`config.mk`:
```
export PLATFORM = sky130hd
export DESIGN_NAME = front_to_back_alpha_compositor_unit
export DESIGN_NICKNAME = d
export VERILOG_FILES = /design/src/hw/rtl/acomp_pkg.sv /design/src/hw/rtl/acomp_front.sv /design/src/hw/rtl/acomp_back.sv /design/src/hw/rtl/front_to_back_alpha_compositor_unit.sv
export SDC_FILE = /design/constraint.sdc
export NUM_CORES = 2
export LEC_CHECK = 0
export ABC_AREA = 1
export BUFFER_PORTS_ARGS = -buffer_cell sky130_fd_sc_hd__buf_2
export CORE_UTILIZATION = 35
export CTS_CLUSTER_DIAMETER = 50
export DETAILED_ROUTE_END_ITERATION = 10
export GPL_TIMING_DRIVEN = 0
export PLACE_DENSITY = 0.57
export SYNTH_ARGS = -nofsm -noshare
export SYNTH_HDL_FRONTEND = slang
export SYNTH_HIERARCHICAL = 1
export SYNTH_SLANG_ARGS = --single-unit
```
`constraint.sdc`:
```
create_clock -name clk_i -period 27.9 [get_ports clk_i]
set_input_delay 1.395 -clock clk_i [delete_from_list [all_inputs] [get_ports clk_i]]
set_output_delay 1.395 -clock clk_i [all_outputs]
set_load 0.1 [all_outputs]
```
`src/hw/rtl/acomp_pkg.sv`:
```
package acomp_pkg;

  // One layer sample as it arrives at the input channel
  typedef struct packed {
    logic [7:0] layer_red;
    logic [7:0] layer_green;
    logic [7:0] layer_blue;
    logic [7:0] layer_alpha;
    logic       layer_covers;
    logic       last_layer;
  } layer_sample_t;

  // One composited pixel as it leaves the output channel
  typedef struct packed {
    logic [7:0] pixel_red;
    logic [7:0] pixel_green;
    logic [7:0] pixel_blue;
  } pixel_t;

  // Classified operation handed from the front end to the back end
  typedef struct packed {
    logic [7:0] red;
    logic [7:0] green;
    logic [7:0] blue;
    logic [7:0] alpha;
    logic       last;
  } comp_op_t;

  // Queue head as seen by the back end
  typedef struct packed {
    logic     valid;
    comp_op_t op;
  } queue_head_t;

  typedef enum logic [2:0] {
    ST_IDLE,
    ST_SCALE,
    ST_SPLIT,
    ST_ACCUM,
    ST_EMIT
  } back_state_e;

  localparam logic [7:0] FULL_ALPHA = 8'hFF;

  // Configuration register indexes
  localparam logic [1:0] CFG_BG_RED   = 2'd0;
  localparam logic [1:0] CFG_BG_GREEN = 2'd1;
  localparam logic [1:0] CFG_BG_BLUE  = 2'd2;

  localparam int unsigned QUEUE_DEPTH = 2;
  localparam int unsigned QUEUE_PTR_W = $clog2(QUEUE_DEPTH);
  localparam int unsigned QUEUE_CNT_W = $clog2(QUEUE_DEPTH + 1);

  // Exact floor(x / 255) for x up to 255*255 + 254
  function automatic logic [7:0] div255(input logic [15:0] x);
    logic [16:0] t;
    t = {1'b0, x} + {9'd0, x[15:8]} + 17'd1;
    return t[15:8];
  endfunction

endpackage

```
`src/hw/rtl/acomp_front.sv`:
```
module acomp_front (
  input  logic                        clk_i,
  input  logic                        rst_ni,
  input  logic                        in_valid_i,
  output logic                        in_ready_o,
  input  acomp_pkg::layer_sample_t    in_data_i,
  input  logic                        pop_i,
  output acomp_pkg::queue_head_t      head_o
);
  import acomp_pkg::*;

  comp_op_t                 entry_q [QUEUE_DEPTH];
  logic [QUEUE_PTR_W-1:0]   wr_ptr_q, wr_ptr_d;
  logic [QUEUE_PTR_W-1:0]   rd_ptr_q, rd_ptr_d;
  logic [QUEUE_CNT_W-1:0]   count_q, count_d;
  comp_op_t                 new_op;
  logic                     push;
  logic                     pop;

  // Classify: an uncovered sample contributes nothing, so it becomes zero alpha
  always_comb begin
    new_op.red   = in_data_i.layer_red;
    new_op.green = in_data_i.layer_green;
    new_op.blue  = in_data_i.layer_blue;
    new_op.alpha = in_data_i.layer_covers ? in_data_i.layer_alpha : 8'd0;
    new_op.last  = in_data_i.last_layer;
  end

  assign in_ready_o = (count_q != QUEUE_CNT_W'(QUEUE_DEPTH));
  assign push       = in_valid_i && in_ready_o;
  assign pop        = pop_i && (count_q != '0);

  assign head_o.valid = (count_q != '0);
  assign head_o.op    = entry_q[rd_ptr_q];

  // Pointer and fill bookkeeping
  always_comb begin
    wr_ptr_d = wr_ptr_q;
    rd_ptr_d = rd_ptr_q;
    count_d  = count_q;
    if (push) begin
      wr_ptr_d = (wr_ptr_q == QUEUE_PTR_W'(QUEUE_DEPTH - 1)) ? '0 : wr_ptr_q + 1'b1;
    end
    if (pop) begin
      rd_ptr_d = (rd_ptr_q == QUEUE_PTR_W'(QUEUE_DEPTH - 1)) ? '0 : rd_ptr_q + 1'b1;
    end
    if (push && !pop) begin
      count_d = count_q + 1'b1;
    end else if (pop && !push) begin
      count_d = count_q - 1'b1;
    end
  end

  always_ff @(posedge clk_i or negedge rst_ni) begin
    if (!rst_ni) begin
      wr_ptr_q <= '0;
      rd_ptr_q <= '0;
      count_q  <= '0;
    end else begin
      wr_ptr_q <= wr_ptr_d;
      rd_ptr_q <= rd_ptr_d;
      count_q  <= count_d;
    end
  end

  // Queue storage
  always_ff @(posedge clk_i) begin
    if (push) begin
      entry_q[wr_ptr_q] <= new_op;
    end
  end

endmodule

```
`src/hw/rtl/acomp_back.sv`:
```
module acomp_back (
  input  logic                        clk_i,
  input  logic                        rst_ni,
  input  acomp_pkg::queue_head_t      head_i,
  output logic                        pop_o,
  input  acomp_pkg::pixel_t           bg_color_i,
  output logic                        out_valid_o,
  input  logic                        out_ready_i,
  output acomp_pkg::pixel_t           out_data_o
);
  import acomp_pkg::*;

  back_state_e state_q, state_d;

  comp_op_t    op_q;
  logic        bg_pass_q;
  logic [15:0] scale_q;
  logic [7:0]  acc_alpha_q;
  logic [7:0]  acc_q      [3];
  logic [15:0] lo_prod_q  [3];
  logic [15:0] hi_prod_q  [3];
  logic        out_valid_q;
  pixel_t      out_q;

  logic [7:0]  rest;
  logic [7:0]  split_hi;
  logic [15:0] split_lo_w;
  logic [7:0]  split_lo;
  logic [7:0]  color      [3];
  logic [7:0]  acc_sum    [3];
  logic [15:0] mid        [3];

  logic        out_free;
  logic        load_next;
  logic        load_bg;
  logic        do_scale;
  logic        do_split;
  logic        do_accum;
  logic        do_emit;

  assign out_free = !out_valid_q || out_ready_i;

  // Datapath helpers
  always_comb begin
    rest       = FULL_ALPHA - acc_alpha_q;
    split_hi   = div255(scale_q);
    split_lo_w = scale_q - (({8'd0, split_hi} << 8) - {8'd0, split_hi});
    split_lo   = split_lo_w[7:0];
    color[0]   = op_q.red;
    color[1]   = op_q.green;
    color[2]   = op_q.blue;
    for (int c = 0; c < 3; c++) begin
      mid[c]     = hi_prod_q[c] + {8'd0, div255(lo_prod_q[c])};
      acc_sum[c] = acc_q[c] + div255(mid[c]);
    end
  end

  // Next state
  always_comb begin
    state_d = state_q;
    unique case (state_q)
      ST_IDLE:  if (head_i.valid) state_d = ST_SCALE;
      ST_SCALE: state_d = ST_SPLIT;
      ST_SPLIT: state_d = ST_ACCUM;
      ST_ACCUM: begin
        if (op_q.last) begin
          state_d = bg_pass_q ? ST_EMIT : ST_SCALE;
        end else begin
          state_d = head_i.valid ? ST_SCALE : ST_IDLE;
        end
      end
      ST_EMIT:  if (out_free) state_d = ST_IDLE;
      default:  state_d = ST_IDLE;
    endcase
  end

  // State outputs
  always_comb begin
    load_next = 1'b0;
    load_bg   = 1'b0;
    do_scale  = 1'b0;
    do_split  = 1'b0;
    do_accum  = 1'b0;
    do_emit   = 1'b0;
    unique case (state_q)
      ST_IDLE:  load_next = head_i.valid;
      ST_SCALE: do_scale = 1'b1;
      ST_SPLIT: do_split = 1'b1;
      ST_ACCUM: begin
        do_accum  = 1'b1;
        load_next = !op_q.last && head_i.valid;
        load_bg   = op_q.last && !bg_pass_q;
      end
      ST_EMIT:  do_emit = out_free;
      default:  ;
    endcase
  end

  assign pop_o = load_next;

  always_ff @(posedge clk_i or negedge rst_ni) begin
    if (!rst_ni) begin
      state_q     <= ST_IDLE;
      bg_pass_q   <= 1'b0;
      acc_alpha_q <= '0;
      out_valid_q <= 1'b0;
      for (int c = 0; c < 3; c++) begin
        acc_q[c] <= '0;
      end
    end else begin
      state_q <= state_d;

      // Background pass runs as one more opaque operation
      if (load_next) begin
        bg_pass_q <= 1'b0;
      end else if (load_bg) begin
        bg_pass_q <= 1'b1;
      end

      // Coverage gained: alpha * rest / 255
      if (do_split) begin
        acc_alpha_q <= acc_alpha_q + split_hi;
      end

      if (do_accum) begin
        for (int c = 0; c < 3; c++) begin
          acc_q[c] <= acc_sum[c];
        end
      end

      // Hand the pixel to the output register and clear the accumulator
      if (do_emit) begin
        acc_alpha_q <= '0;
        for (int c = 0; c < 3; c++) begin
          acc_q[c] <= '0;
        end
      end

      if (do_emit) begin
        out_valid_q <= 1'b1;
      end else if (out_ready_i) begin
        out_valid_q <= 1'b0;
      end
    end
  end

  // Operation and product registers
  always_ff @(posedge clk_i) begin
    if (load_next) begin
      op_q <= head_i.op;
    end else if (load_bg) begin
      op_q.red   <= bg_color_i.pixel_red;
      op_q.green <= bg_color_i.pixel_green;
      op_q.blue  <= bg_color_i.pixel_blue;
      op_q.alpha <= FULL_ALPHA;
      op_q.last  <= 1'b1;
    end

    // factor = alpha * rest
    if (do_scale) begin
      scale_q <= {8'd0, op_q.alpha} * {8'd0, rest};
    end

    // factor = 255 * hi + lo, color * factor / 65025 is built from both halves
    if (do_split) begin
      for (int c = 0; c < 3; c++) begin
        lo_prod_q[c] <= {8'd0, color[c]} * {8'd0, split_lo};
        hi_prod_q[c] <= {8'd0, color[c]} * {8'd0, split_hi};
      end
    end

    if (do_emit) begin
      out_q.pixel_red   <= acc_q[0];
      out_q.pixel_green <= acc_q[1];
      out_q.pixel_blue  <= acc_q[2];
    end
  end

  assign out_valid_o = out_valid_q;
  assign out_data_o  = out_q;

endmodule

```
`src/hw/rtl/front_to_back_alpha_compositor_unit.sv`:
```
// Front-to-back alpha compositor for one screen pixel. Layer samples come in
// top layer first; an uncovered sample counts as zero alpha. The front end
// classifies each sample into a two-entry queue, and the back end folds it into
// the pixel accumulator step by step (scale alpha by the remaining transparency,
// split and multiply per channel, accumulate); the next sample needs the updated
// accumulated alpha, so samples are taken one at a time, the next only once the
// previous one reaches its accumulate step. An idle back end first loads a
// sample from the idle state. A last-layer sample adds a background pass through
// the same steps and a load of the output register; the back end then returns
// to idle before it loads the next sample, and the output register load waits
// while the previous pixel has not been accepted. The output register lets the
// back end take the next sample while a finished pixel waits. Background color
// registers are written through the configuration port (index 0 red, 1 green,
// 2 blue); writes to other indexes are accepted and ignored. The user must
// write them only while the block is idle; the block does not enforce this.
module front_to_back_alpha_compositor_unit (
  input  logic                        clk_i,
  input  logic                        rst_ni,
  input  logic                        in_valid_i,
  output logic                        in_ready_o,
  input  acomp_pkg::layer_sample_t    in_data_i,
  output logic                        out_valid_o,
  input  logic                        out_ready_i,
  output acomp_pkg::pixel_t           out_data_o,
  input  logic                        cfg_valid_i,
  output logic                        cfg_ready_o,
  input  logic [1:0]                  cfg_index_i,
  input  logic [7:0]                  cfg_data_i
);
  import acomp_pkg::*;

  pixel_t      bg_color_q;
  queue_head_t head;
  logic        pop;

  // Background color registers
  assign cfg_ready_o = 1'b1;

  always_ff @(posedge clk_i or negedge rst_ni) begin
    if (!rst_ni) begin
      bg_color_q <= '0;
    end else if (cfg_valid_i) begin
      unique case (cfg_index_i)
        CFG_BG_RED:   bg_color_q.pixel_red   <= cfg_data_i;
        CFG_BG_GREEN: bg_color_q.pixel_green <= cfg_data_i;
        CFG_BG_BLUE:  bg_color_q.pixel_blue  <= cfg_data_i;
        default:      ;
      endcase
    end
  end

  acomp_front u_front (
    .clk_i      (clk_i),
    .rst_ni     (rst_ni),
    .in_valid_i (in_valid_i),
    .in_ready_o (in_ready_o),
    .in_data_i  (in_data_i),
    .pop_i      (pop),
    .head_o     (head)
  );

  acomp_back u_back (
    .clk_i       (clk_i),
    .rst_ni      (rst_ni),
    .head_i      (head),
    .pop_o       (pop),
    .bg_color_i  (bg_color_q),
    .out_valid_o (out_valid_o),
    .out_ready_i (out_ready_i),
    .out_data_o  (out_data_o)
  );

endmodule

```
==> reports/results.txt <==
Port-buffer cells = 72
Design Area, Final = 33600 um2
DIE HEIGHT = 295 um
vias in the first global route = 22200
syn avg cell area = 8.69 um2
Layout Area Growth over Synthesis = 11.7%
top cells by count, synth = nand2_1, inv_1, nor2_1
Max-slew headroom = 10.3%
first-pass GRT wire length = 117 mm
Via Count = 22500
top_reg_cell synth = edfxtp_1
dpl ws = 18.64 ns
global-route total usage across every layer = 17.1%
FP Rows = 107
root buffer cell = clkbuf_16
RePlAce Congestion = 0.893
largest net degree at the start of global routing = 43
max-cap viol count = 0
Synth Instances = 3457
post-CTS setup buffers = 0
synth unique cells = 61
top cell type's share of synthesized area = 23.5%
CTS buffer count = 42
clock skew = 0.0190 ns
core area = 85100 um2
dominant combinational cell family by area after synthesis = adder cells
hold-fix buffers at CTS = 0
unrepaired setup endpoints after global routing = no
xor-xnor portion of the synthesized cell area = 4.54%
Synth Area in Simple Gates = 20.0%
multiplexer area fraction after synthesis = 0%
EDFF count, synth = 235
most common cell in the netlist = nand2_1
Clk Latency, worst-skew pair = 0.57 ns
share of cells above drive strength 1 = 8.23%
Seq/Total Area, Yosys = 28.9%
Antenna diodes = 0
Ys Warns = 6
Crit path top cell by count = inv_1
gr ovfl total = 0
die area = 87000 um2
Max Slew Vio Count = 0
outcome = completed
hpwl dp = 59.1 mm
FMAX = 107 MHz
slowest CP cell = xor2_1
ANT nets after route = 0
Initial Util = 35.3%
Filler Cells Inserted = 8766
largest area contributor in the netlist = edfxtp_1
initial antenna violation count = 3
initial detailed-routing violation count = 1231
Crit. End Element = flip-flop
syn nets = 4125
actual transition at the worst max-transition pin = 1.34 ns
Worst path max stage delay = 0.73 ns
H-tree depth = 2
ys async rst share = 21.7%
crit path max fanout = 10
hold violation count in the final report = 0
setup TNS = 0 ns
worst path buffer plus inverter count = 9
Crit path max-delay family = adder cells
adder-cell area share of the yosys netlist = 32.3%
CTS Buffer Depth = 3
crit share post-route = 33.6%
CTS tree = built
clk slew on worst S/H paths = 0.06 ns
WS Path Type = flip-flop to flip-flop
Total Nets Final = 4255
vias per cell = 4.72
FF+latch count, synth = 300
Top Ports = 76
clock sinks = 300
drt drc = 0
Core Util, Final = 39.4%
fin worst setup slack = 18.51 ns
DRT Wirelength = 72.4 mm
routed len/inst = 15.2 um
WP data arrival = 9.76 ns
synth top area cells = edfxtp_1, fa_1, ha_1
drt pass-1 iters = 6
post_cts resized = 0
Startpoint Class = flip-flop
Die W = 295 um
Finish-stage setup viols = 0
type of the tightest min-delay check = flip-flop to flip-flop
post-synthesis compound-gate area fraction = 5.10%
Mapped Area = 30000 um2
Critical Path RT = 28.28 ns
placed instance area = 32100 um2
Period minus WS final = 9.39 ns
## cell type report
class	instances	area, um2	area share, %
clock inverter	31	398	1.19
buffer	77	425	1.27
clock buffer	47	1090	3.25
timing repair buffer	86	579	1.73
multi-input combinational	2462	18600	55.5
tap	1144	1430	4.26
sequential	300	8680	25.9
inverter	618	2330	6.93
## state kept, by name, indices dropped and copies added (netlist names), 16 cells and up
signal,count
bg_color_q,24
u_back/acc_q,24
u_back/color,24
u_back/hi_prod_q,48
u_back/lo_prod_q,48
u_back/out_data_o,24
u_back/scale_q,16
u_front/entry_q,66
## routing by layer
| layer | track usage (%) | routed length, um |
|---|---|---|
| met2 | 28.0 | 32800 |
| met4 | 4.95 | 1940 |
| met5 | 0 | 20 |
| met1 | 23.1 | 33800 |
| met3 | 2.80 | 3860 |
## worst reg2reg max path, delay by kind of cell (launching register included)
kind,cells,cell delay (ns)
AO/OA/AOI/OAI,9,1.56
XOR/XNOR,2,1.01
adder cells (fa/ha/maj),8,3.35
buffers and inverters,9,1.77
flip-flops,1,0.45
AND/OR/NAND/NOR,6,1.06
## cells by family after synthesis
| kind of cell | after synthesis |
|---|---|
| compound gates | 263 |
| xor+xnor | 154 |
| fa+ha+maj | 619 |
| buf+inv | 695 |
| flops | 300 |
| other cells | 1 |
| simple gates | 1425 |
## cell usage in the layout (no fill, tap or decap), types with 45 or more instances in the layout
cell type	n
o21ai_0	52
dfrtp_1	65
ha_1	359
nand3_1	107
clkbuf_1	50
a21oi_1	132
fa_1	260
nand4_1	45
nand2_1	732
xor2_1	97
buf_2	83
nor2_1	413
xnor2_1	55
edfxtp_1	235
inv_1	599
## worst paths after layout
path,from,end,slack [ns],cells after the start
max,u_back/scale_q[6],u_back/lo_prod_q[0][46],18.51,34
min,bg_color_q[9],bg_color_q[9],0.47,2
max reg2reg,u_back/scale_q[6],u_back/lo_prod_q[0][46],18.51,34
min reg2reg,bg_color_q[9],bg_color_q[9],0.47,2
max in group asynchronous,rst_ni,bg_color_q[1],26.55,2
min in group asynchronous,rst_ni,u_back/acc_q[20],0.75,1
## through the flow
stage	instances	hold WS (ns)
after floorplan	3457	0.442
after global placement	4673	0.455
final	4765	0.469
after CTS	4764	0.473
after global routing	4765	0.491
after detailed placement	4686	0.458
Power is left out: the tool's default activity adds up to more than one toggle a clock period on the data nets, which glitch-free logic cannot reach.
